===== src/rtl/sdiv_pkg.sv =====
// Shared types and constants for the pipelined signed restoring divider.
// No dependencies; every other file refers to this package by scoped names.
package sdiv_pkg;

  // Width of the dividend, divisor, quotient and remainder ports.
  localparam int PORT_WIDTH = 64;

  // Default datapath width; the low DATA_WIDTH bits of each operand are used.
  localparam int DATA_WIDTH_DEFAULT = 64;
  localparam int DATA_WIDTH_MIN = 8;

  // Quotient bits resolved in each pipeline stage.
  localparam int BITS_PER_STAGE = 2;

  // Control that travels down the pipeline beside the datapath words.
  typedef struct packed {
    logic valid;
    logic n_neg;
    logic d_neg;
    logic dbz;
  } ctl_t;

endpackage


===== src/rtl/sdiv_stage.sv =====
// One pipeline stage of the restoring divider: resolves STEPS quotient bits.
// Depends on sdiv_pkg.
module sdiv_stage #(
  parameter int DATA_WIDTH = sdiv_pkg::DATA_WIDTH_DEFAULT,
  parameter int STEPS      = sdiv_pkg::BITS_PER_STAGE
) (
  input  logic                  clk,
  input  logic                  rst,
  input  sdiv_pkg::ctl_t        ctl_in,
  input  logic [DATA_WIDTH-1:0] rem_in,
  input  logic [DATA_WIDTH-1:0] nq_in,
  input  logic [DATA_WIDTH-1:0] d_in,
  output sdiv_pkg::ctl_t        ctl_out,
  output logic [DATA_WIDTH-1:0] rem_out,
  output logic [DATA_WIDTH-1:0] nq_out,
  output logic [DATA_WIDTH-1:0] d_out
);

  logic [DATA_WIDTH-1:0] rem_next;
  logic [DATA_WIDTH-1:0] nq_next;

  // nq holds the unconsumed dividend bits on top and the quotient bits
  // shifted in at the bottom.
  always_comb begin
    logic [DATA_WIDTH-1:0] rs;
    rem_next = rem_in;
    nq_next  = nq_in;
    for (int s = 0; s < STEPS; s++) begin
      rs      = {rem_next[DATA_WIDTH-2:0], nq_next[DATA_WIDTH-1]};
      nq_next = {nq_next[DATA_WIDTH-2:0], 1'b0};
      if (rs >= d_in) begin
        rem_next   = rs - d_in;
        nq_next[0] = 1'b1;
      end else begin
        rem_next = rs;
      end
    end
  end

  always_ff @(posedge clk) begin
    if (rst) begin
      ctl_out.valid <= 1'b0;
    end else begin
      ctl_out.valid <= ctl_in.valid;
    end
    ctl_out.n_neg <= ctl_in.n_neg;
    ctl_out.d_neg <= ctl_in.d_neg;
    ctl_out.dbz   <= ctl_in.dbz;
    rem_out       <= rem_next;
    nq_out        <= nq_next;
    d_out         <= d_in;
  end

endmodule


===== config.mk =====
export PLATFORM = sky130hd
export DESIGN_NAME = sdiv_stage
export DESIGN_NICKNAME = d
export VERILOG_FILES = /design/src/rtl/sdiv_pkg.sv /design/src/rtl/sdiv_stage.sv
export SDC_FILE = /design/constraint.sdc
export NUM_CORES = 1
export LEC_CHECK = 0
export BUFFER_PORTS_ARGS = -buffer_cell sky130_fd_sc_hd__buf_4
export CORE_MARGIN = 3
export CORE_UTILIZATION = 53
export CTS_CLUSTER_DIAMETER = 100
export DETAILED_ROUTE_END_ITERATION = 6
export PLACE_DENSITY = 0.82
export SYNTH_ARGS = -nofsm -noshare
export SYNTH_HDL_FRONTEND = slang
export SYNTH_SLANG_ARGS = --single-unit

===== constraint.sdc =====
create_clock -name clk -period 8.15 [get_ports clk]
set_clock_uncertainty 0.2 [all_clocks]
set_input_delay 1.63 -clock clk [delete_from_list [all_inputs] [get_ports clk]]
set_output_delay 1.63 -clock clk [all_outputs]
set_load 0.01 [all_outputs]

==> run summary <==
Slew Limit Fails -> 0
FMAX -> 0.129 GHz
Most frequent cells in the layout -> buf_4, dfxtp_1, a21oi_1
Top cell family by delay on the critical path -> compound AO/OA/AOI/OAI gates
Hold endpoint -> nq_out[3]
Synthesized area -> 13200 um2
#FFs+latches synth -> 196
Final hold viol count -> 0
Slowest CP cell -> o31ai_2
Number of max-cap violations -> 0
Synth unique cells -> 87
CTS Hold Buffers Added -> 0
Worst EP arrival -> 7880 ps
Status -> finished clean
Setup Slack @ Placement -> 87.3 ps
Area of the core -> 24400 um2
Peak supply drop -> 0.157 mV
Root Driver -> clkbuf_16
Worst-path clk slew -> 100 ps
Ranking of synthesized cells by area -> dfxtp_1, ha_1, a21oi_1, nand2_1, xnor2_1
Worst slew pin tran -> 673 ps
Vias per cell -> 5.82
Largest driver fanout on the critical path -> 22
Finish-stage setup viols -> 0
Fin crit period -> 7730 ps
Post-Syn Nets -> 1969
Beginning of the critical path -> nq_in[63]
Syn avg cell area -> 8.06 um2
RePlAce Congestion -> 0.931
Critical Path RT -> 8300 ps
Fin nets -> 2335
Setup bufs post-CTS -> 0
Static leakage -> 8.13 nW
Most common cell after layout, fill and taps aside -> buf_4
Area share of the largest cell type after synthesis -> 29.7%
Sink Count -> 196
Most frequent CP cell -> inv_1
Antenna violations before repair -> 3
Area leader, netlist -> dfxtp_1
CTS tree -> built
Area grow syn2layout -> 29.5%
Unrepaired setup endpoints after global routing -> false
DR iter-0 viols -> 1357
Power Density -> 233 nW/um2
WP buf/inv -> 6
Crit Path Category -> in -> reg
Count of mapped cells out of synthesis -> 1641
Hold Path Class -> in -> reg
Proportion of synthesized chip area in sequential cells -> 29.7%
Total CTS buffers -> 17
PostCTS Resize Cnt -> 0
Worst path max stage delay -> 570 ps
DRC viols -> 0
Fraction of layout cells with a size suffix above 1 -> 25.8%
Fin Setup TNS -> 0 ps
Setup slack after layout -> 417 ps
H-Tree Depth -> 4
WL/cell -> 19.2 um
Std-Cell Rows -> 57
Die X -> 164 um
Pin count of the biggest net entering global routing -> 56
Post-synth ARST share -> 0%
CP Launch Type -> input port
Yosys warnings -> 0
Antenna-violating nets left -> 0
I/O Buffers -> 392
First-pass GRT wire length -> 68100 um
Min-delay src -> nq_in[1]
CP endpoint kind -> flip-flop
Vias in the first global route -> 12900
Total Wirelength -> 45100 um
Post-layout total power -> 0.00399 W
Synth Flop Type -> dfxtp_1
Post-DP HPWL -> 36900 um
Drt first pass iters -> 5
Post-synth EDFFs -> 0
Worst slew margin -> 54.0%
Maximum buffer depth of the clock tree -> 2
Die ar. -> 26900 um2
Initial Util -> 54.2%
Chip height -> 164 um
Min-Delay Path Depth -> 1
Via count -> 13700
Grt ovf -> 0
Num ports -> 394
Overall Global Routing Usage -> 31.9%
Fin crit share -> 94.9%
## routing by layer
| layer | wire [um] | part of all wire, % | track usage, % |
|---|---|---|---|
| met4 | 1510 | 3.4 | 11.4 |
| met2 | 21000 | 46 | 53.7 |
| met5 | 0 | 0 | 0 |
| met3 | 4180 | 9.3 | 5.62 |
| met1 | 18400 | 41 | 41.0 |
## Yosys cell counts (17+ instances only)
library cell,number
ha_1,128
nand3_1,26
a21oi_1,189
nor3_1,31
nand2_1,168
clkbuf_1,46
xnor2_1,69
o21bai_1,20
inv_1,93
nor2_1,119
a21o_1,60
a31oi_1,17
nand4_1,31
o21ai_0,105
o21a_1,21
dfxtp_1,196
xor2_1,45
mux2_2,32
o21ai_1,34
## through the flow
step	hold slack [ps]	util, %	std cells	cell area, um2
after floorplan	1460	-	1641	13200
after global placement	1530	67.5	2312	16500
after detailed placement	1540	67.5	2312	16500
after CTS	1060	70.2	2344	17100
after global routing	1040	70.2	2347	17100
final	1070	70.2	2347	17100
## cell type report
| type | count | area, um2 |
|---|---|---|
| multi-input cells | 1282 | 8650 |
| fillers | 2029 | 7270 |
| flip-flops and latches | 196 | 3920 |
| repair buffers | 415 | 3130 |
| clock buffers | 17 | 425 |
| well taps | 324 | 405 |
| inverters | 95 | 359 |
| clock inverters | 15 | 230 |
| diodes | 3 | 7.51 |
## how the worst max path moves through the flow
stage,depth (start not counted),to,slack [ps]
after floorplan,27,rem_out[47],1320
after global placement,28,rem_out[53],240
after detailed placement,28,rem_out[53],90
after CTS,28,rem_out[53],530
after global routing,28,rem_out[18],140
final,28,rem_out[53],420
## state kept, by name, indices dropped and copies added, names as in the netlist
signal	cells
d_out	64
rem_out	64
nq_out	64
ctl_out	4
## power breakdown
group	internal, W	total, W	switching, W
sequential	0.00114	0.00119	0.0000522
clock	0.000436	0.000919	0.000483
combinational	0.000824	0.00188	0.00106
## cell families (layout without fill, tap and decap cells)
family | Yosys count | count (layout) | share of synthesized area [%]
xor gates and xnor gates | 114 | 114 | 7.55
DFF | 196 | 196 | 29.7
and+or+nand+nor | 459 | 459 | 16.2
other | 0 | 3 | 0
adders and majority gates | 130 | 130 | 12.4
AOI/OAI and AO/OA | 543 | 543 | 26.0
muxes | 36 | 36 | 3.03
buffers and inverters | 163 | 542 | 5.11
Power figures use the tool's default switching activity.
