--- config.mk ---
export PLATFORM = sky130hd
export DESIGN_NAME = sdiv_post
export DESIGN_NICKNAME = d
export VERILOG_FILES = /design/src/rtl/sdiv_pkg.sv /design/src/rtl/sdiv_post.sv
export SDC_FILE = /design/constraint.sdc
export NUM_CORES = 1
export LEC_CHECK = 0
export ABC_AREA = 1
export BUFFER_PORTS_ARGS = -buffer_cell sky130_fd_sc_hd__clkbuf_2
export CORE_ASPECT_RATIO = 1.2
export CORE_MARGIN = 2
export CORE_UTILIZATION = 40
export CTS_BUF_LIST = sky130_fd_sc_hd__clkbuf_16
export DETAILED_ROUTE_END_ITERATION = 6
export PLACE_DENSITY_LB_ADDON = 0.15
export SLEW_MARGIN = 10
export SYNTH_ARGS = -nofsm -noshare
export SYNTH_HDL_FRONTEND = slang
export SYNTH_SLANG_ARGS = --single-unit
--- constraint.sdc ---
create_clock -name clk -period 1.45 [get_ports clk]
set_input_delay 0.29 -clock clk [delete_from_list [all_inputs] [get_ports clk]]
set_output_delay 0.29 -clock clk [all_outputs]
set_load 0.02 [all_outputs]
--- src/rtl/sdiv_pkg.sv ---
// Shared types and constants for the pipelined signed restoring divider.
// No dependencies; every other file refers to this package by scoped names.
package sdiv_pkg;

  // Width of the dividend, divisor, quotient and remainder ports.
  localparam int PORT_WIDTH = 64;

  // Default datapath width; the low DATA_WIDTH bits of each operand are used.
  localparam int DATA_WIDTH_DEFAULT = 64;
  localparam int DATA_WIDTH_MIN = 8;

  // Quotient bits resolved in each pipeline stage.
  localparam int BITS_PER_STAGE = 2;

  // Control that travels down the pipeline beside the datapath words.
  typedef struct packed {
    logic valid;
    logic n_neg;
    logic d_neg;
    logic dbz;
  } ctl_t;

endpackage

--- src/rtl/sdiv_post.sv ---
// Output stage: restores signs, applies the zero-divisor result, sign-extends.
// Depends on sdiv_pkg.
module sdiv_post #(
  parameter int DATA_WIDTH = sdiv_pkg::DATA_WIDTH_DEFAULT
) (
  input  logic                                    clk,
  input  logic                                    rst,
  input  sdiv_pkg::ctl_t                          ctl,
  input  logic [DATA_WIDTH-1:0]                   q_mag,
  input  logic [DATA_WIDTH-1:0]                   r_mag,
  output logic                                    done,
  output logic signed [sdiv_pkg::PORT_WIDTH-1:0]  quotient,
  output logic signed [sdiv_pkg::PORT_WIDTH-1:0]  remainder,
  output logic                                    divide_by_zero
);

  logic signed [DATA_WIDTH-1:0] q_signed;
  logic signed [DATA_WIDTH-1:0] r_signed;

  // Quotient negates on differing signs; remainder follows the dividend.
  always_comb begin
    if (ctl.dbz) begin
      q_signed = '0;
      r_signed = '0;
    end else begin
      q_signed = (ctl.n_neg != ctl.d_neg) ? signed'(~q_mag + 1'b1) : signed'(q_mag);
      r_signed = ctl.n_neg ? signed'(~r_mag + 1'b1) : signed'(r_mag);
    end
  end

  always_ff @(posedge clk) begin
    if (rst) begin
      done <= 1'b0;
    end else begin
      done <= ctl.valid;
    end
  end

  always_ff @(posedge clk) begin
    quotient       <= sdiv_pkg::PORT_WIDTH'(q_signed);
    remainder      <= sdiv_pkg::PORT_WIDTH'(r_signed);
    divide_by_zero <= ctl.dbz;
  end

endmodule

==> flow_summary_export.csv, run 1 <==
group,metric,value,unit
run_status,status,"finished, violations left",
run_status,violations,"design-rule violations",
final_layout,regArea,2600,sq um
worst_hold_path,min_path_type,"in -> reg",
clocking,cts_setup_buffers,0,
place,place.gp.congestion,0.969,
critical_path,path_cells,"clkbuf_2 -> inv_1 -> ha_1 -> nand2_1 -> nand2_4 -> nand2_4 -> inv_2 -> nand3_2 -> nor2_1 -> nand3_1 -> nand2_1 -> nor2_1",
critical_path,slowest_delay,0.31,ns
final_layout,area_growth,47.5,%
synth,synth_seq_cells,130,
critical_path,crit_start,"r_mag[1]",
timing,setup_violations,0,
global_routing,grt_pass1_wl,44.4,mm
synth,synth_top_cells_by_count,"nor2_1 (334), nand2_1 (328), dfxtp_1 (130)",
place,io_buffers,263,
power_and_ir_drop,p_int,0.00735,W
global_routing,overflow,0,
timing,period_needed,1.34,ns
critical_path,worstPathRequired,1.76,ns
route,wirelength,28.3,mm
floorplan,fp.dieW,130,microns
floorplan,fp-row-count,55,
job,cap_violations,0,
route,drc,2,
timing,hold_viol,0,
final_layout,antenna_cells,0,
synth,async_flop_share,0,%
global_routing,grt_max_degree,52,
clocking,tritoncts,"done",
power_and_ir_drop,p_leak,5.75,nW
clocking,clock-sinks,130,
floorplan,initial_core_util,40.8,%
floorplan,die_h,156,microns
synth,syn_nets,1406,
synth,synthMostInstantiatedCell,"nor2_1",
final_layout,post-route-cell-area,11300,sq um
critical_path,worst_setup_path_end_kind,"flip-flop",
final_layout,multi_input_area,4480,sq um
power_and_ir_drop,power_frac_comb,23.1,%
synth,synth_area_leaders,"dfxtp_1 (34%), nor2_1 (16%), nand2_1 (16%)",
timing,max-slew-margin-rel,74.5,%
final_layout,drive_gt1_share,32.3,%
power_and_ir_drop,ir_drop,789,uV
global_routing,grt_usage,28.1,%
timing,rsz0062_at_grt,"no",
final_layout,num-fill-cells,1841,
synth,netlist_area,7660,sq um
critical_path,cp_top_family,"simple AND/OR/NAND/NOR gates",
timing,post-route-period-util,92.1,%
route,ant_nets,0,
floorplan,core,18800,sq um
power_and_ir_drop,p_total,0.0107,W
power_and_ir_drop,switching_power,0.00335,W
critical_path,crit_buf_inv,3,
synth,synth_top_flop_cell,"dfxtp_1",
clocking,cts-buffers-inserted,17,
power_and_ir_drop,p_seq_share,36.7,%
timing,tns,0,ns
synth,synth_top_area_share,34.0,%
power_and_ir_drop,swShare,31.3,%
timing,worst_pin_slew,0.379,ns
power_and_ir_drop,power-per-cell-area,947,nW/um^2
synth,ys_seq_area_share,34.0,%
synth,yosys_warnings,0,
synth,avgSynthCellArea,6.03,sq um
timing,drv_slew,0,
critical_path,cpMaxStageDelayCell,"nor2_1",
timing,fmax,749,MHz
route,dr.pass1.iters,7,
synth,synth_cell_types,34,
final_layout,final_nets,1858,
clocking,cts_root_buf,"clkbuf_16",
clocking,path_clk_slew,0.06,ns
synth,synth_cells,1270,
global_routing,antenna_found_initial,0,
route,wl_per_cell,14.2,microns
place,placed_area,10700,sq um
floorplan,io_pins,264,
place,dp_hpwl,23.2,mm
floorplan,dieArea,20300,sq um
clocking,htreeDepth,4,
route,vias,9586,
critical_path,crit_arrival,1.65,ns
route,routed_via_density,4.81,
synth,synth_edf_count,0,
critical_path,critPathKind,"in -> reg",
clocking,cts_buffer_depth,2,
critical_path,cp_max_fo,4,
worst_hold_path,min-delay-start,"rst",
power_and_ir_drop,power_frac_clock,40.2,%
route,drt_iter0_drc,601,
global_routing,grt_pass1_vias,9055,
critical_path,cp-start-kind,"primary input",
synth,yosys.area.top_type,"dfxtp_1",
[cell type report]
type                    count  area share (%)
clock inverters            15            1.38
clock buffers              17            3.76
multi-input cells        1004            39.6
well taps                 256            2.83
flip-flops and latches    130            23.0
repair buffers            462            25.7
inverters                 107            3.60
[cell usage in the layout (no fill, tap or decap), types with 9 or more instances in the layout]
master / netlist / routed
dfxtp_1: 130 / 130
buf_4: 2 / 191
nand2_1: 328 / 327
a21oi_1: 97 / 97
nor2_1: 334 / 333
nor2_2: 15 / 16
nand2_2: 13 / 14
inv_1: 101 / 100
nor2_4: 9 / 9
clkbuf_16: 0 / 17
o21ai_1: 12 / 12
o21ai_0: 70 / 70
nand4_1: 11 / 11
clkbuf_2: 0 / 263
nand3_1: 75 / 75
[cells by family (layout without fill, tap and decap cells)]
kind of cell             Yosys count  count (layout)  share of synthesized area [%]
AND/OR/NAND/NOR                  811             811                           44.8
AO/OA/AOI/OAI                    191             191                           13.3
buffers and inverters            136             601                           7.64
flip-flops                       130             130                           34.0
adder cells (fa/ha/maj)            2               2                          0.327
[sequential cells by signal, indices dropped and copies added (netlist names)]
signal / cells
divide_by_zero: 1
done: 1
quotient: 64
remainder: 64
[path summary, 6_finish.rpt]
check | to | slack (ns) | cells past startpoint
hold / removal | done | 0.01 | 2
setup / recovery | remainder[60] | 0.11 | 12
[routing by layer]
metal,part of all wire (%),wire [microns],GRT usage [%]
met1,39,11200,32.4
met3,6.0,1700,5.18
met5,0,0,0
met2,50,14200,49.6
met4,4.7,1320,13.6
[metrics by stage]
stage | setup slack, ns | hold slack, ns | utilization, % | instances
finish | 0.114 | 0.0137 | 60.2 | 1991
global route | 0.0231 | 0.0184 | 60.2 | 1991
CTS | 0.131 | 0.00345 | 60.1 | 1991
detailed placement | -0.316 | 0.448 | 57.0 | 1959
global placement | -0.271 | 0.446 | 57.0 | 1959
floorplan | 0.0109 | 0.318 | - | 1270
[what timing repair did]
| action | CTS | global route |
|---|---|---|
| hold buffers | 0 | 0 |
| resized for setup | 0 | 2 |
| endpoints found under the setup margin | 0 | 3 |
[power by group through the flow]
stage / combinational [W] / clock, W / sequential, W
finish: 0.00247 / 0.00430 / 0.00392
global route: 0.00272 / 0.00457 / 0.00395
CTS: 0.00247 / 0.00437 / 0.00393
detailed placement: 0.00245 / 0 / 0.00400
global placement: 0.00244 / 0 / 0.00400
floorplan: 0.000933 / 0 / 0.00433
(Power assumes the default switching activity.)
==> run 2, diff against run 1 <==
--- a/config.mk
+++ b/config.mk
@@ -7,9 +7,11 @@
 export LEC_CHECK = 0
 export ABC_AREA = 1
 export BUFFER_PORTS_ARGS = -buffer_cell sky130_fd_sc_hd__clkbuf_2
+export CELL_PAD_IN_SITES_DETAIL_PLACEMENT = 1
+export CELL_PAD_IN_SITES_GLOBAL_PLACEMENT = 1
 export CORE_ASPECT_RATIO = 1.2
-export CORE_MARGIN = 2
-export CORE_UTILIZATION = 40
+export CORE_MARGIN = 5
+export CORE_UTILIZATION = 31
 export CTS_BUF_LIST = sky130_fd_sc_hd__clkbuf_16
 export DETAILED_ROUTE_END_ITERATION = 6
 export PLACE_DENSITY_LB_ADDON = 0.15
==> flow_summary_export.csv, run 2 (synthesis gave the netlist of run 1 again) <==
group,metric,value,unit
power_and_ir_drop,ir_drop,792,uV
floorplan,dieArea,28000,sq um
place,place.gp.congestion,0.925,
global_routing,grt_usage,24.7,%
critical_path,crit_buf_inv,2,
global_routing,overflow,0,
power_and_ir_drop,power-per-cell-area,961,nW/um^2
worst_hold_path,hold_end,"done",
route,wirelength,35.2,mm
timing,post-route-period-util,93.6,%
critical_path,cp-start-kind,"primary input",
clocking,cts_root_buf,"clkbuf_16",
final_layout,drive_gt1_share,33.9,%
final_layout,layout_common_cells,"nor2_1 (328), nand2_1 (327), clkbuf_2 (263), buf_4 (229), dfxtp_1 (130)",
job,cap_violations,0,
route,dr.pass1.iters,6,
clocking,htreeDepth,4,
power_and_ir_drop,switching_power,0.00343,W
power_and_ir_drop,p_leak,5.97,nW
timing,period_needed,1.36,ns
global_routing,antenna_found_initial,0,
final_layout,area_growth,53.4,%
worst_hold_path,whs_path_depth,3,
clocking,clock-sinks,130,
final_layout,antenna_cells,0,
critical_path,slowest_delay,0.24,ns
timing,setup_violations,0,
power_and_ir_drop,p_seq_share,34.8,%
route,drt_iter0_drc,424,
critical_path,cp_max_fo,4,
run_status,status,"completed",
clocking,cts-buffers-inserted,17,
worst_hold_path,min-delay-start,"ctl[3]",
route,routed_via_density,4.82,
global_routing,grt_pass1_wl,55.1,mm
place,io_buffers,263,
critical_path,critPathKind,"in -> reg",
clocking,tritoncts,"done",
timing,worst_pin_slew,0.396,ns
timing,hold_viol,0,
timing,fin_ws,0.0927,ns
critical_path,crit_cells,10,
floorplan,initial_core_util,31.3,%
clocking,cts_buffer_depth,2,
final_layout,final_core_util,47.9,%
critical_path,cpMaxStageDelayCell,"o21ai_4",
timing,max-slew-margin-rel,73.4,%
route,vias,10100,
timing,drv_slew,0,
power_and_ir_drop,power_frac_comb,23.2,%
route,drc,0,
critical_path,worstPathRequired,1.78,ns
critical_path,path_cells,"clkbuf_2 -> nor2_1 -> nand2_1 -> nor2_1 -> nand2_1 -> o21ai_4 -> buf_4 -> nand3_1 -> nand2_1 -> nor2_1",
critical_path,cp_top_family,"simple AND/OR/NAND/NOR gates",
floorplan,core,24500,sq um
floorplan,fp.dieW,154,microns
place,place_ws,-0.502,ns
critical_path,crit_arrival,1.68,ns
timing,fmax,737,MHz
clocking,path_clk_slew,0.06,ns
final_layout,final_nets,1897,
critical_path,worst_setup_path_end_kind,"flip-flop",
final_layout,reg_top3,"quotient: 64 flops, remainder: 64 flops",
place,dp_hpwl,29.2,mm
floorplan,io_pins,264,
worst_hold_path,min_path_type,"in -> reg",
floorplan,die_h,182,microns
floorplan,fp-row-count,63,
final_layout,layout_commonest_cell,"nor2_1",
power_and_ir_drop,swShare,30.4,%
timing,holdWs,0.0704,ns
global_routing,grt_pass1_vias,10800,
power_and_ir_drop,p_int,0.00786,W
global_routing,grt_max_degree,48,
route,ant_nets,0,
power_and_ir_drop,power_frac_clock,42.1,%
route,wl_per_cell,16.8,microns
## run 2: cell types whose count changed in the layout (fill, tap and decap cells not counted), sizes merged
cell,previous run,this run
clkinv,6,5
bufinv,2,5
dlygate4sd3,0,1
buf,199,237
clkinvlp,3,2
inv,111,110
## run 2: worst max-delay path by stage
| stage | startpoint | slack, ns | to |
|---|---|---|---|
| floorplan | r_mag[0] | 0.01 | remainder[60] |
| global placement | r_mag[0] | -0.45 | remainder[38] |
| detailed placement | r_mag[0] | -0.50 | remainder[38] |
| CTS | q_mag[0] | 0.06 | quotient[56] |
| global route | q_mag[26] | -0.05 | quotient[59] |
| finish | q_mag[20] | 0.09 | quotient[61] |
## run 2: timing repair
item / CTS / global route
gates resized for setup: 1 / 8
buffers inserted: 0 / 1
hold endpoints to repair: 1 / 0
hold buffers: 1 / 0
pin swaps: 0 / 1
setup endpoints to repair: 1 / 10
## run 2: through the flow
step	total power (W)	std cells	instance area (sq um)	TNS [ns]
after global routing	0.0118	2099	11800	-0.0815
after floorplan	0.00526	1270	7660	0
final	0.0113	2099	11800	0
after detailed placement	0.00660	2065	11100	-22.67
after CTS	0.0114	2098	11700	0
after global placement	0.00655	2065	11100	-17.95
## run 2: layout make-up
cell class	instances	area (sq um)
Tap cell	325	407
Inverter	107	407
Clock buffer	17	425
Clock inverter	15	199
Fill cell	3428	12800
Multi-Input combinational cell	1004	4510
Timing Repair Buffer	501	3210
Sequential cell	130	2600
## run 2: power groups by stage
stage          combinational (W)  sequential (W)  clock, W
6_report                 0.00261         0.00393   0.00475
5_1_grt                  0.00285         0.00395   0.00503
4_1_cts                  0.00262         0.00393   0.00485
3_5_place_dp             0.00259         0.00401         0
3_3_place_gp             0.00254         0.00401         0
2_1_floorplan           0.000933         0.00433         0
## run 2: per-layer routing
metal	vias up	global-route usage, %	routed length (microns)	share of wire, %
met5	-	0	0	0
li1	5015	-	-	-
met2	275	46.5	18600	53
met3	74	4.84	1630	4.6
met4	0	11.2	1510	4.3
met1	4757	26.5	13500	38
==> run 3, diff against run 2 <==
--- a/config.mk
+++ b/config.mk
@@ -11,7 +11,7 @@
 export CELL_PAD_IN_SITES_GLOBAL_PLACEMENT = 1
 export CORE_ASPECT_RATIO = 1.2
 export CORE_MARGIN = 5
-export CORE_UTILIZATION = 31
+export CORE_UTILIZATION = 34
 export CTS_BUF_LIST = sky130_fd_sc_hd__clkbuf_16
 export DETAILED_ROUTE_END_ITERATION = 6
 export PLACE_DENSITY_LB_ADDON = 0.15
==> constraint.sdc (replaced) <==
create_clock -name clk -period 1.3 [get_ports clk]
set_input_delay 0.26 -clock clk [delete_from_list [all_inputs] [get_ports clk]]
set_output_delay 0.26 -clock clk [all_outputs]
set_load 0.02 [all_outputs]
==> flow_summary_export.csv, run 3 (synthesis gave the netlist of run 1 again) <==
group,metric,value,unit
critical_path,worst_setup_path_end_kind,"flip-flop",
timing,fmax,776,MHz
final_layout,layout.cells.non_filler,2054,
final_layout,area_growth,55.9,%
critical_path,cp_max_fo,4,
run_status,status,"completed",
critical_path,critPathMostFrequentCell,"nand2_1",
timing,hold_viol,0,
final_layout,num-fill-cells,3147,
critical_path,cp-start-kind,"primary input",
final_layout,drive_gt1_share,37.4,%
place,place.gp.congestion,1.00,
global_routing,grt_max_degree,43,
route,ant_nets,0,
timing,drv_slew,0,
critical_path,critPathKind,"in -> reg",
final_layout,layout_common_cells,"nand2_1 (322), nor2_1 (284), clkbuf_2 (260), buf_4 (231), dfxtp_1 (129)",
critical_path,crit_buf_inv,2,
route,wl_per_cell,17.4,microns
timing,worst_pin_slew,0.400,ns
clocking,htreeDepth,4,
place,place_ws,-0.485,ns
route,routed_via_density,4.96,
timing,fin_ws,0.0106,ns
final_layout,final_nets,1898,
power_and_ir_drop,power-per-cell-area,1050,nW/um^2
route,wirelength,35.8,mm
floorplan,fp-row-count,60,
critical_path,cp_top_family,"simple AND/OR/NAND/NOR gates",
global_routing,grt_pass1_vias,11000,
route,dr.pass1.iters,5,
floorplan,fp.dieW,147,microns
place,dp_hpwl,29.0,mm
critical_path,cpMaxStageDelayCell,"a21oi_1",
floorplan,core,22300,sq um
route,drc,0,
place,io_buffers,263,
final_layout,layout_commonest_cell,"nand2_1",
clocking,tritoncts,"done",
timing,period_needed,1.29,ns
critical_path,path_cells,"clkbuf_2 -> nor2_1 -> nand2_1 -> nor2_2 -> nand2_1 -> buf_4 -> a21oi_1 -> nand2_1 -> nand2_1 -> nor2_1",
final_layout,post-route-cell-area,11900,sq um
global_routing,grt_pass1_wl,56.0,mm
timing,rsz0062_at_grt,"yes",
power_and_ir_drop,p_leak,5.99,nW
global_routing,antenna_found_initial,0,
place,dp_cells,2014,
final_layout,multi_input_area,4740,sq um
final_layout,regArea,2600,sq um
critical_path,crit_arrival,1.60,ns
timing,holdWs,0.0371,ns
clocking,cts_root_buf,"clkbuf_16",
final_layout,antenna_cells,0,
floorplan,dieArea,25600,sq um
clocking,path_clk_slew,0.07,ns
critical_path,worstPathRequired,1.61,ns
timing,max-slew-margin-rel,73.1,%
critical_path,slowest_delay,0.20,ns
worst_hold_path,min_path_type,"in -> reg",
place,placed_area,11100,sq um
route,vias,10200,
floorplan,initial_core_util,34.4,%
floorplan,io_pins,264,
floorplan,die_h,174,microns
clocking,cts_buffer_depth,2,
power_and_ir_drop,ir_drop,915,uV
job,cap_violations,0,
clocking,clock-sinks,130,
timing,post-route-period-util,99.2,%
global_routing,overflow,0,
final_layout,reg_top3,"quotient: 64 flops, remainder: 64 flops",
route,drt_iter0_drc,493,
power_and_ir_drop,p_total,0.0125,W
timing,setup_violations,0,
clocking,cts-buffers-inserted,17,
global_routing,grt_usage,27.2,%
[run 3: changes by cell type in the layout (fill, tap and decap cells not counted), sizes merged]
cell / before / now
buf: 237 / 240
bufinv: 5 / 3
clkbuf: 280 / 278
inv: 110 / 112
clkinv: 5 / 4
clkinvlp: 2 / 3
[run 3: what timing repair did]
item / CTS / global route
hold buffers: 1 / 0
buffers inserted: 0 / 7
hold endpoints to repair: 1 / 0
pin swaps: 2 / 21
setup endpoints to repair: 9 / 58
cloned: 0 / 0
gates resized for setup: 6 / 73
[run 3: path summary, 6_finish.rpt]
| kind | depth (start not counted) | endpoint | startpoint | slack (ns) |
|---|---|---|---|---|
| hold / removal | 3 | done | ctl[3] | 0.04 |
| setup / recovery | 10 | remainder[34] | r_mag[29] | 0.01 |
[run 3: worst min-delay path, delay by kind of cell]
kind	cells	cell delay (ns)
buffers and inverters	2	0.13
AND/OR/NAND/NOR	1	0.04
[run 3: layer usage]
layer / track usage, % / share of wire [%]
met1: 28.5 / 38
met2: 53.3 / 54
met3: 4.17 / 4.0
met4: 11.0 / 4.2
met5: 0 / 0
[run 3: per-stage QoR]
stage | util, % | TNS [ns]
floorplan | - | -0.000163
global placement | 49.6 | -28.27
detailed placement | 49.6 | -33.77
CTS | 52.5 | -0.0124
global route | 53.6 | -0.282
finish | 53.6 | 0
[run 3: report_power, final]
group	switching, W	total [W]	internal (W)
combinational	0.00186	0.00302	0.00117
clock	0.00206	0.00510	0.00304
sequential	0.000101	0.00438	0.00428
total	0.00401	0.0125	0.00849
[run 3: final cells by class]
| cell class | count | area share [%] |
|---|---|---|
| tap | 279 | 2.92 |
| clock buffer | 17 | 3.56 |
| multi-input combinational | 1004 | 39.7 |
| inverter | 107 | 3.59 |
| sequential | 130 | 21.8 |
| timing repair buffer | 502 | 26.9 |
| clock inverter | 15 | 1.53 |
