File: src/rtl/sdiv_pkg.sv
// Shared types and constants for the pipelined signed restoring divider.
// No dependencies; every other file refers to this package by scoped names.
package sdiv_pkg;

  // Width of the dividend, divisor, quotient and remainder ports.
  localparam int PORT_WIDTH = 64;

  // Default datapath width; the low DATA_WIDTH bits of each operand are used.
  localparam int DATA_WIDTH_DEFAULT = 64;
  localparam int DATA_WIDTH_MIN = 8;

  // Quotient bits resolved in each pipeline stage.
  localparam int BITS_PER_STAGE = 2;

  // Control that travels down the pipeline beside the datapath words.
  typedef struct packed {
    logic valid;
    logic n_neg;
    logic d_neg;
    logic dbz;
  } ctl_t;

endpackage

File: src/rtl/sdiv_prep.sv
// Input stage: takes operand magnitudes and signs and flags a zero divisor.
// Depends on sdiv_pkg.
module sdiv_prep #(
  parameter int DATA_WIDTH = sdiv_pkg::DATA_WIDTH_DEFAULT
) (
  input  logic                              clk,
  input  logic                              rst,
  input  logic                              start,
  input  logic [sdiv_pkg::PORT_WIDTH-1:0]   dividend,
  input  logic [sdiv_pkg::PORT_WIDTH-1:0]   divisor,
  output sdiv_pkg::ctl_t                    ctl,
  output logic [DATA_WIDTH-1:0]             n_mag,
  output logic [DATA_WIDTH-1:0]             d_mag
);

  logic [DATA_WIDTH-1:0] n_word;
  logic [DATA_WIDTH-1:0] d_word;

  assign n_word = dividend[DATA_WIDTH-1:0];
  assign d_word = divisor[DATA_WIDTH-1:0];

  // Magnitudes are unsigned, so the most negative value maps to 2^(DATA_WIDTH-1).
  always_ff @(posedge clk) begin
    if (rst) begin
      ctl.valid <= 1'b0;
    end else begin
      ctl.valid <= start;
    end
    ctl.n_neg <= n_word[DATA_WIDTH-1];
    ctl.d_neg <= d_word[DATA_WIDTH-1];
    ctl.dbz   <= (d_word == '0);
    n_mag     <= n_word[DATA_WIDTH-1] ? (~n_word + 1'b1) : n_word;
    d_mag     <= d_word[DATA_WIDTH-1] ? (~d_word + 1'b1) : d_word;
  end

endmodule

File: config.mk
export PLATFORM = sky130hd
export DESIGN_NAME = sdiv_prep
export DESIGN_NICKNAME = d
export VERILOG_FILES = /design/src/rtl/sdiv_pkg.sv /design/src/rtl/sdiv_prep.sv
export SDC_FILE = /design/constraint.sdc
export NUM_CORES = 1
export LEC_CHECK = 0
export BUFFER_PORTS_ARGS = -buffer_cell sky130_fd_sc_hd__buf_2
export CELL_PAD_IN_SITES_DETAIL_PLACEMENT = 0
export CELL_PAD_IN_SITES_GLOBAL_PLACEMENT = 2
export CORE_MARGIN = 10
export CORE_UTILIZATION = 29
export CTS_CLUSTER_SIZE = 25
export DETAILED_ROUTE_END_ITERATION = 16
export PLACE_DENSITY = 0.94
export SLEW_MARGIN = 20
export SYNTH_ARGS = -nofsm -noshare
export SYNTH_HDL_FRONTEND = slang
export SYNTH_SLANG_ARGS = --single-unit
File: constraint.sdc
create_clock -name clk -period 4.7 [get_ports clk]
set_input_delay 0.94 -clock clk [delete_from_list [all_inputs] [get_ports clk]]
set_output_delay 0.94 -clock clk [all_outputs]
set_load 0.02 [all_outputs]
==> results by stage, run 1 <==
Outcome:
- The flow ran to the end, and the final reports show no timing, DRC or antenna violations.

Final layout:
- The final layout contains 952 nets.
- Leaving out fill and tap cells, the most frequent cells in the layout are 260 x sky130_fd_sc_hd__buf_2, 132 x sky130_fd_sc_hd__dfxtp_1, 118 x sky130_fd_sc_hd__xnor2_1.
- The number of fill cells is 2,014.
- Cells with a size suffix above 1 make up 38.82% of the layout.
- 0 antenna diodes ended up in the layout.
- The most frequent standard cell in the layout excluding fill and tap cells is sky130_fd_sc_hd__buf_2.
- The area growth from synthesis to layout is 38.30%.
- The area of all placed cells without fillers is 7839 um2.

Setup path:
- Following the worst setup path forward leads to its endpoint at n_mag[40].
- The first element of the critical path is dividend[7].
- The sort of element at the end of the critical path is a flip-flop.
- Data on the critical path is required at its endpoint by 5.05 ns.
- The category of the most critical setup path is in -> reg.
- The maximum fanout along the worst path is 7.
- The worst setup path is launched from an input pin.
- The worst path arrival time is 3.33 ns.

STA:
- The hold violation total from the final report is 0.
- Setup total negative slack on the finished layout was measured at 0 ns.
- The transition time of the tightest slew-check pin is 0.7380 ns.
- The time the worst path needs with I/O delays and setup is 2.984 ns.
- The ratio of final minimum period to clock period is 63.49%.
- The maximum clock frequency is 335.1 MHz.
- Setup repair after global routing left no endpoint under its margin.
- Setup violations remaining at the end of the flow were counted as 0.
- The final number of max-transition violations is 0.
- The worst max-slew margin expressed relative to the limit is 50.39%.

Yosys:
- The register bit count reported by yosys is 132.
- The average cell area after synthesis is 10.14 um2.
- Sequential elements use 46.62% of the synthesized area.
- The most used flip-flop cell after synthesis is sky130_fd_sc_hd__dfxtp_1.
- The number of nets in the synthesized netlist is 692.
- In this run, synthesis inferred 0 flip-flops with an integrated enable.
- The fraction of synthesis flops using an asynchronous set or reset pin is 0%.
- The post-synthesis instance area is 5668 um2.
- The total of warnings raised by yosys is 0.
- After synthesis, the netlist uses 33 different library cells.
- After technology mapping, the gate count stands at 559.

Detailed routing:
- In this run, the number of DRC markers left after iteration 0 of detailed routing was 262.
- The detailed-route wire length per cell is 18.18 um.
- The count of antenna-violating nets left after detailed routing is 0.
- For this run, design rule violations remaining after detail routing come to 0.
- The final layout contains routed wiring with a total length of 19,950 um.
- The number of vias per cell is 4.738.
- The pre-antenna-repair detailed-routing pass consisted of 4 iterations.
- The count of vias placed by the detailed router is 5,198.

Global route:
- The global-route wire length before repair is 30,930 um.
- The remaining global-route overflow is 0.
- The via count of the first global-routing pass was 5,369.
- The number of antenna violations at the first check in global routing was 0.
- Entering global routing, the biggest net connects 66 pins.
- Global routing used 15.24% of the available tracks across all layers.

Clock network:
- Clock-pin slew was measured on the worst setup and hold paths at 0.06 ns.
- The H-tree generated during clock tree synthesis spans 4 levels.
- In this run, post-CTS hold repair placed 0 buffers.
- The buffer type at the clock tree root is sky130_fd_sc_hd__clkbuf_16.
- No sink is reached through more buffers than the 2 on the longest clock path.
- TritonCTS built the clock tree.
- Once the clock tree was built, the resizer swapped 0 gates to a different size.
- The number of sinks on the clock net is 132.
- Counting the buffers created by CTS gives 17.
- After clock tree synthesis, the setup repair step added 0 buffers.

Pwr:
- Summed over all cells, the static leakage comes to 3.168 nW.
- Cell internal power was estimated by the tool at 2.295 mW.
- The power share of the sequential group is 39.6%.
- For this design the ratio of total power to cell area is 408.2 nW/um2.
- Of the total power, the share spent switching nets is 28.27%.
- The power share of the combinational group is 17.6%.
- Of the total power, the clock network draws 42.9%.
- The net load switching power is 0.9046 mW.
- VDD sags by at most 0.0002218 V.

Placed design:
- The total placed instance area is 7231 um2.
- At the end of routability-driven placement, the weighted congestion stood at 0.8336.
- The half-perimeter wire length after detailed placement is 16,120 um.
- The count of buffers added on input and output ports is 262.

Die:
- The starting utilization of the core area is 29.31%.
- After floorplanning, the core was sized to cover 19,330 um2.
- The area of the die is 25,540 um2.
- After floorplanning, the core was divided into 51 placement rows.
- The height of the die is 159.8 um.
- In this run the count of I/O pins placed on the die edge is 263.
- The die width is 159.8 um.

Worst hold path:
- The path category of the worst min-delay check is in -> reg.

Flow run:
- The number of maximum-capacitance constraint violations is 0.
[metal layers]
layer	part of all wire (%)	global-route usage [%]	vias up	routed length (um)
li1	-	-	2567	-
met1	44	18.70	2464	8725
met2	50	25.39	145	9911
met3	4.8	3.753	22	964
met4	1.7	5.467	0	346
met5	0	0	-	0
[power by group through the flow]
stage                     Sequential (mW)  Clock [mW]  Combinational (mW)
after floorplan                      1.44           0               0.159
after global placement               1.29           0               0.570
after detailed placement             1.29           0               0.571
after CTS                            1.27        1.40               0.572
after global routing                 1.28        1.46               0.605
final                                1.27        1.37               0.563
[state kept, by name (all words and copies together) (netlist names)]
signal / cells
d_mag: 64
n_mag: 64
ctl: 4
[critical path, cell delays in order]
cell and delay (ns):
sky130_fd_sc_hd__buf_2 0.12, sky130_fd_sc_hd__or4_1 0.67, sky130_fd_sc_hd__nor4_1 0.66, sky130_fd_sc_hd__nand3_1 0.37, sky130_fd_sc_hd__o41ai_1 0.40, sky130_fd_sc_hd__xnor2_1 0.16
[logic make-up after synthesis]
logic type | after synthesis | share of synthesized area (%)
flip-flops | 132 | 46.62
adder cells (fa/ha/maj) | 2 | 0.4414
buffers and inverters | 29 | 1.943
XOR/XNOR | 122 | 18.85
AO/OA/AOI/OAI | 100 | 13.47
AND/OR/NAND/NOR | 174 | 18.68
[layout make-up]
cell class                      instances  area [um2]  area share (%)
Multi-Input combinational cell        398        2915           37.19
Sequential cell                       132        2643           33.71
Timing Repair Buffer                  262        1316           16.79
Clock buffer                           20       446.7           5.698
Tap cell                              265       331.6           4.230
Clock inverter                         12       156.4           1.995
Inverter                                8       30.03          0.3831
[per-stage QoR]
| stage | power, mW | std cells | setup slack (ns) | hold WS, ns | util [%] |
|---|---|---|---|---|---|
| after floorplan | 1.598 | 559 | 1.796 | 0.9677 | - |
| after global placement | 1.858 | 1065 | 1.333 | 1.067 | 37.40 |
| after detailed placement | 1.861 | 1065 | 1.310 | 1.068 | 37.40 |
| after CTS | 3.240 | 1097 | 1.757 | 0.6220 | 40.52 |
| after global routing | 3.342 | 1097 | 1.512 | 0.6338 | 40.54 |
| final | 3.200 | 1097 | 1.716 | 0.6443 | 40.54 |
[Yosys cell counts, drive strengths merged (4+ instances only)]
master  instances  share of area, %
clkbuf         18               1.2
dfxtp         132                47
inv             8              0.53
nand2          41               2.7
nand3          11               1.1
nand4           8               1.2
nor2           17               1.1
nor3           12               1.1
nor4           17               3.0
o21ai          33               2.9
o31ai          39               5.2
o41ai          25               5.1
or2             8              0.88
or3            21               2.3
or4            30               4.0
xnor2         118                18
xor2            4              0.62
[worst min path at each step]
| stage | from | endpoint | depth (start not counted) |
|---|---|---|---|
| 2_1_floorplan | divisor[63] | ctl[1] | 0 |
| 3_3_place_gp | divisor[0] | d_mag[0] | 1 |
| 3_5_place_dp | divisor[0] | d_mag[0] | 1 |
| 4_1_cts | divisor[0] | d_mag[0] | 1 |
| 5_1_grt | divisor[0] | d_mag[0] | 1 |
| 6_report | divisor[0] | d_mag[0] | 1 |
Note: power is estimated with default switching activity, not from simulation.
==> run 2, diff against run 1 <==
- CORE_UTILIZATION: 29 -> 27
- PLACE_DENSITY: 0.94 -> 0.89
- clock period: 4.7 -> 3 ns (I/O delays scaled with it)
==> run 2 against run 1 <==
Clock-buffer cell count is 1 lower. Final cell count rose by 2.2%. Cell area up 3.2%. Via count rose by 0.98%. Flip-flop and latch count unchanged. Sequential share of layout area decreased by 1.0 points. Core utilization fell by 0.95 points. First-iteration DRC count increased by 11%. Critical path type unchanged. Critical endpoint is now d_mag[53].
==> results by stage, run 2 (synthesis gave the netlist of run 1 again) <==
Setup path:
- The required time of the critical path is 3.34 ns (-1.71 ns).
- On the critical path, the stage with the largest delay is an instance of sky130_fd_sc_hd__or4_1.
- The worst setup path is captured at a flip-flop.
- The critical path startpoint category is an input pin.
- The family with the most delay on the worst path is simple AND/OR/NAND/NOR gates.
- The category of the most critical setup path is in -> reg.
- The critical path goes through buf_2 > or4_1 > nor4_4 > nand4_2 > o41ai_2 > xnor2_1.
- The maximum fanout along the worst path came to 8 (+1).
- The buffers plus inverters on the worst setup path came to 1 (unchanged).
- The worst path arrival time was 2.79 ns (-0.54 ns).
- The biggest cell delay along the critical path came to 0.63 ns (-0.04 ns).

Global route:
- The number of antenna violations at the first check in global routing is 1 (+1).
- The remaining global-route overflow is 0 (unchanged).
- The via count of the first global-routing pass is 5,514 (+2.7%).
- The global-route wire length before repair is 31,020 um (+0.29%).
- The global router's overall resource usage is 14.65% (-0.59 points).
- The maximum number of pins on one net before global-route repair is 37 (-44%).

Placed design:
- The count of buffers from port buffering is 262 (unchanged).
- The global placer's final weighted congestion is 0.8082 (-3.0%).
- The half-perimeter wire length after detailed placement is 16,620 um (+3.1%).

Die:
- The area of the die is 27,190 um2 (+6.5%).
- The starting utilization of the core area is 27.74% (-1.6 points).
- The die width is 164.9 um (+3.2%).
- The row count is 52 (+2.0%).
- The height of the die was 164.9 um (+3.2%).
- The core area is 20,430 um2 (+5.7%).
- The number of primary I/O pins is 263 (unchanged).

Detailed routing:
- The count of antenna-violating nets left after detailed routing is 0 (unchanged).
- The number of remaining DRC errors was 0 (unchanged).
- The detailed-route wire length per cell is 18.18 um (about the same).
- The total routed wirelength came to 20,380 um (+2.2%).
- The number of vias per cell came to 4.682 (-1.2%).
- The number of detailed-routing iterations run before antenna repair came to 4 (unchanged).
- The count of vias placed by the detailed router was 5,249 (+0.98%).
- The detailed router's first-iteration violation count is 292 (+11%).

Flow run:
- The number of maximum-capacitance constraint violations is 0 (unchanged).

STA:
- The final number of max-transition violations is 0 (unchanged).
- The worst max-slew margin expressed relative to the limit is 52.88% (+2.5 points).
- The transition time of the tightest slew-check pin came to 0.7068 ns (-0.03123 ns).
- The time the worst path needs with I/O delays and setup is 2.458 ns.
- For this run, the top clock speed supported by timing is 406.9 MHz.
- Of the available clock period, the critical path in the final layout requires 81.92%.
- The final setup violation count was 0 (unchanged).
- Setup repair after global routing left no endpoint under its margin.
- The final setup TNS is 0 ns (unchanged).
- The hold violation total from the final report is 0 (unchanged).

Clock network:
- The TritonCTS clock tree is yes.
- The CTS H-tree depth was 4 (unchanged).
- The clock buffer count from CTS is 17 (unchanged).
- The clock-pin transition on the worst setup and hold timing paths is 0.06 ns (about the same).
- The post-CTS setup-driven buffer insertion count is 0 (unchanged).
- The post-cts sizing count is 0 (unchanged).
- The number of sinks on the clock net came to 132 (unchanged).
- The buffer type at the clock tree root is sky130_fd_sc_hd__clkbuf_16.
- The maximum root-to-sink buffer count came to 2 (unchanged).
- The hold-fix buffer count after cts came to 0 (unchanged).

Final layout:
- The most frequent standard cell in the layout excluding fill and tap cells is sky130_fd_sc_hd__buf_2.
- The number of nets in the layout is 971 (+2.0%).
- The number of fill cells came to 2,103 (+4.4%).
- The area growth from synthesis to layout is 42.69%.
- The fraction of final layout cells with drive strength greater than 1 is 40.24% (+1.4 points).
- The post-layout utilization of the core is 39.59% (-0.95 points).
- The library cells used most frequently in the layout, excluding fill and tap cells, are 262 x sky130_fd_sc_hd__buf_2, 132 x sky130_fd_sc_hd__dfxtp_1, 118 x sky130_fd_sc_hd__xnor2_1.
- In the final layout, the registers with the most flip-flops are d_mag x64, n_mag x64, ctl x4.

Pwr:
- The power density over the cells is 661.7 nW/um2 (+62%).
- The leakage power summed over all cells came to 3.311 nW (+4.5%).
- The highest ir drop seen on vdd is 0.0003260 V (+47%).

Outcome:
- The flow ran to the end, and the final reports show no timing, DRC or antenna violations.

Worst hold path:
- The tightest min-delay check is of the in -> reg type.
==> run 2: cell count changes in the layout (fill, tap and decap cells not counted), moves of 2 or more <==
cell                        change
sky130_fd_sc_hd__clkinv_4       -3
sky130_fd_sc_hd__inv_6          +2
sky130_fd_sc_hd__buf_4         +16
sky130_fd_sc_hd__buf_2          +2
sky130_fd_sc_hd__bufinv_16      +4
sky130_fd_sc_hd__clkinv_2       -2
==> run 2: final cells by class <==
class / instances / area [um2] / share of cell area [%]
multi-input combinational: 398 / 2915 / 36.05
sequential: 132 / 2643 / 32.67
timing repair buffer: 281 / 1466 / 18.13
clock buffer: 19 / 442.9 / 5.476
tap: 270 / 337.8 / 4.177
clock inverter: 12 / 250.2 / 3.094
inverter: 8 / 30.03 / 0.3713
antenna: 1 / 2.502 / 0.03094
==> run 2: metrics by stage <==
stage                     setup slack [ns]  cells  hold WS, ns  power [mW]  instance area (um2)
after global routing                0.3953   1121       0.2862       5.579                 8088
after detailed placement            0.1505   1089       0.7322       2.922                 7392
final                               0.5423   1121       0.3080       5.352                 8088
after CTS                           0.5790   1120       0.2892       5.435                 8085
after floorplan                     0.4356    559       0.6277       2.504                 5668
after global placement              0.1902   1089       0.7244       2.917                 7392
==> run 2: report_power, final <==
part	leakage (nW)	switching, mW	internal (mW)
registers	1.11	0.0440	1.94
clock network	0.338	0.813	1.67
logic	1.86	0.556	0.335
==> run 2: layer usage <==
metal  GRT usage, %  share of wire, %  wire length, um  vias up
li1               -                 -                -     2601
met1          17.98                43             8674     2478
met2          24.49                50            10170      151
met3          3.834               6.1             1248       19
met4          4.670               1.4              280        0
met5              0                 0                0        -
==> run 2: path summary, 6_finish.rpt <==
kind | start | endpoint | cells past startpoint
setup / recovery | divisor[15] | d_mag[53] | 6
hold / removal | dividend[0] | n_mag[0] | 1
==> run 3, diff against run 2 <==
- ABC_AREA: default -> 1
- CORE_UTILIZATION: 27 -> 23
- PLACE_DENSITY: 0.89 -> 0.85
- clock period: 3 -> 2 ns (I/O delays scaled with it)
==> run 3 against run 2 <==
Core utilization shrank 8.1 points. Final cell count grew 58%. Critical endpoint is now n_mag[60]. Critical path type unchanged. Sequential share of layout area shrank 5.3 points.
==> results by stage, run 3 <==
Outcome:
- The run finished with clean final reports.

Yosys:
- The share of Yosys cell area claimed by the top area cell type is 36.78% (-9.8 points).
- The number of nets in the synthesized netlist is 1,211 (+75%).
- Among all cell types in the netlist, the one instantiated most often is sky130_fd_sc_hd__nand2_1.
- The register bit count reported by yosys is 132 (unchanged).
- After synthesis, the most frequently instantiated cells are 340 x sky130_fd_sc_hd__nand2_1, 202 x sky130_fd_sc_hd__nor2_1, 132 x sky130_fd_sc_hd__dfxtp_1.
- The post-synthesis compound-gate area fraction is 4.093% (-9.4 points).
- The sequential area share after synthesis came to 36.78% (-9.8 points).
- The most used flip-flop cell after synthesis is sky130_fd_sc_hd__dfxtp_1.
- The total of warnings raised by yosys is 0 (unchanged).
- The adder-cell share of the synthesized area is 0.3483% (-0.093 points).
- The count of distinct cell types in the synthesized netlist is 40 (+21%).
- The fraction of synthesis flops using an asynchronous set or reset pin is 0% (unchanged).
- The share of synthesized area spent on multiplexers is 0% (unchanged).
- sky130_fd_sc_hd__dfxtp_1 takes more of the synthesized area than any other cell.
- The average cell area after synthesis is 6.665 um2 (-34%).
- In the post-synthesis netlist, the biggest area contributors are sky130_fd_sc_hd__dfxtp_1 37%, sky130_fd_sc_hd__nand2_1 18%, sky130_fd_sc_hd__nor2_1 11%.
- The xor and xnor area share after synthesis is 8.272% (-11 points).
- The number of standard cells after synthesis is 1,078 (+93%).
- The combinational family with the most area after synthesis is simple AND/OR/NAND/NOR gates.
- The share of synthesized cell area in and, or, nand and nor gates is 44.53% (+26 points).
- The number of flops mapped to enable cells by yosys is 0 (unchanged).
- The post-synthesis instance area is 7184 um2 (+27%).

STA:
- The ratio of final minimum period to clock period is 72.69%.
- The least setup slack across all paths after layout is 0.5462 ns (+0.003972 ns).
- The worst hold margin is 0.08872 ns (-0.2193 ns).
- The transition time of the tightest slew-check pin came to 0.4848 ns (-0.2220 ns).
- The worst max-slew margin expressed relative to the limit is 67.65% (+15 points).
- The final setup TNS is 0 ns (unchanged).
- The hold violation total from the final report is 0 (unchanged).
- The final setup violation count came to 0 (unchanged).
- The smallest clock period supported by the final layout is computed as 1.454 ns.
- Setup repair after global routing left no endpoint under its margin.
- The final number of max-transition violations came to 0 (unchanged).
- The maximum clock frequency is 687.9 MHz.

Placed design:
- The post-placement worst setup slack is 0.1010 ns (-0.04953 ns).
- The half-perimeter wire length after detailed placement was 26,020 um (+57%).
- The instance count after placement with tap cells included came to 1,737 (+60%).
- The global placer's final weighted congestion was 0.8779 (+8.6%).
- The count of buffers from port buffering came to 262 (unchanged).
- The total placed instance area was 9047 um2 (+22%).

Final layout:
- The number of fill cells is 3,434 (+63%).
- The area of all placed cells without fillers was 9659 um2 (+19%).
- The most frequent standard cell in the layout excluding fill and tap cells is sky130_fd_sc_hd__nand2_1.
- The fraction of final layout cells with drive strength greater than 1 is 26.46% (-14 points).
- The total area of sequential cells came to 2643 um2 (unchanged).
- In the layout the commonest cells are 340 x sky130_fd_sc_hd__nand2_1, 262 x sky130_fd_sc_hd__buf_2, 202 x sky130_fd_sc_hd__nor2_1.
- The post-layout utilization of the core is 31.49% (-8.1 points).
- The number of standard cells in the layout, taps in and fillers out was 1,768 (+58%).
- The number of nets in the layout is 1,493 (+54%).
- The largest registers in the layout are d_mag x64, n_mag x64, ctl x4.
- The antenna diode count is 0 (-1).
- From synthesis to final layout, the design area changed by 34.45%.
- The multi-input combinational cell area is 4113 um2 (+41%).

Pwr:
- The highest ir drop seen on vdd is 0.0005057 V (+55%).
- The overall power consumption is 7.803 mW (+46%).
- The leakage power summed over all cells is 4.695 nW (+42%).
- The power density over the cells is 807.8 nW/um2 (+22%).

Clock network:
- The maximum root-to-sink buffer count came to 2 (unchanged).
- The CTS H-tree depth was 4 (unchanged).
- The clock-pin transition on the worst setup and hold timing paths is 0.06 ns (about the same).
- The clock buffer count from CTS is 17 (unchanged).
- The post-cts sizing count is 0 (unchanged).
- The hold-fix buffer count after cts is 0 (unchanged).
- TritonCTS built the clock tree.
- The buffer type at the clock tree root is sky130_fd_sc_hd__clkbuf_16.
- The post-CTS setup-driven buffer insertion count is 0 (unchanged).
- The number of sinks on the clock net is 132 (unchanged).

Detailed routing:
- The number of vias per cell came to 4.349 (-7.1%).
- The detailed router's first-iteration violation count is 385 (+32%).
- The number of remaining DRC errors came to 0 (unchanged).
- The count of antenna-violating nets left after detailed routing is 0 (unchanged).
- The total routed wirelength came to 30,730 um (+51%).
- The number of detailed-routing iterations run before antenna repair is 4 (unchanged).
- The count of vias placed by the detailed router is 7,689 (+46%).
- The detailed-route wire length per cell is 17.38 um (-4.4%).

Setup path:
- The required time of the critical path was 2.32 ns (-1.02 ns).
- The worst path arrival time is 1.77 ns (-1.02 ns).
- The sort of element at the end of the critical path is a flip-flop.
- STA classifies the critical path startpoint as an input pin.
- The worst setup path is of the in -> reg kind.
- The maximum fanout along the worst path is 5 (-3).

Global route:
- The number of antenna violations at the first check in global routing is 1 (unchanged).
- The global-route wire length before repair is 47,380 um (+53%).
- The via count of the first global-routing pass is 8,322 (+51%).
- The maximum number of pins on one net before global-route repair is 36 (-2.7%).
- The global router's overall resource usage is 15.79% (+1.1 points).
- The remaining global-route overflow came to 0 (unchanged).

Die:
- The row count was 64 (+23%).
- The area of the die is 38,710 um2 (+42%).
- The height of the die is 196.7 um (+19%).
- The die width is 196.7 um (+19%).
- The number of primary I/O pins was 263 (unchanged).
- The starting utilization of the core area was 23.43% (-4.3 points).
- The core area is 30,670 um2 (+50%).

Worst hold path:
- The path category of the worst min-delay check is in -> reg.

Flow run:
- The number of maximum-capacitance constraint violations came to 0 (unchanged).
## run 3: changes by cell type after synthesis, moves of 28 or more
| cell | before | now |
|---|---|---|
| sky130_fd_sc_hd__o31ai_1 | 39 | 0 |
| sky130_fd_sc_hd__nor2_1 | 17 | 202 |
| sky130_fd_sc_hd__inv_1 | 8 | 91 |
| sky130_fd_sc_hd__nand2_1 | 41 | 340 |
| sky130_fd_sc_hd__nand3_1 | 9 | 105 |
| sky130_fd_sc_hd__xnor2_1 | 118 | 34 |
| sky130_fd_sc_hd__xor2_1 | 4 | 32 |
| sky130_fd_sc_hd__or4_1 | 30 | 0 |
## run 3: layer usage
layer / share of wire [%] / up-vias / track usage (%)
met1: 41 / 3468 / 17.40
met4: 2.1 / 0 / 4.855
met5: 0 / - / 0
met3: 6.9 / 35 / 4.854
met2: 50 / 248 / 28.33
li1: - / 3938 / -
## run 3: logic make-up after synthesis
logic type / count (synthesis)
and+or+nand+nor: 725
DFF: 132
buffers and inverters: 109
xor gates and xnor gates: 67
AOI/OAI and AO/OA: 43
adders and majority gates: 2
## run 3: layout make-up
class	instances	share of cell area [%]
repair buffers	278	14.95
clock inverters	8	1.282
flip-flops and latches	132	27.36
well taps	396	5.130
clock buffers	23	5.052
inverters	94	3.653
multi-input cells	837	42.58
## run 3: path summary, 6_finish.rpt
kind | end | slack [ns] | depth (start not counted) | startpoint
max | n_mag[60] | 0.55 | 9 | dividend[25]
min | d_mag[0] | 0.09 | 1 | divisor[0]
## run 3: worst max-delay path, stage by stage
cell and delay [ns]:
sky130_fd_sc_hd__buf_2 0.12, sky130_fd_sc_hd__nor2_1 0.18, sky130_fd_sc_hd__nand2_1 0.19, sky130_fd_sc_hd__nor3_1 0.29
sky130_fd_sc_hd__inv_1 0.12, sky130_fd_sc_hd__o21ai_4 0.28, sky130_fd_sc_hd__nand2_1 0.09, sky130_fd_sc_hd__nand2_1 0.06
sky130_fd_sc_hd__nand2_1 0.04
## run 3: report_power, final
| group | switching (mW) | internal [mW] |
|---|---|---|
| combinational | 1.01 | 0.492 |
| clock | 1.28 | 2.09 |
| sequential | 0.0653 | 2.87 |
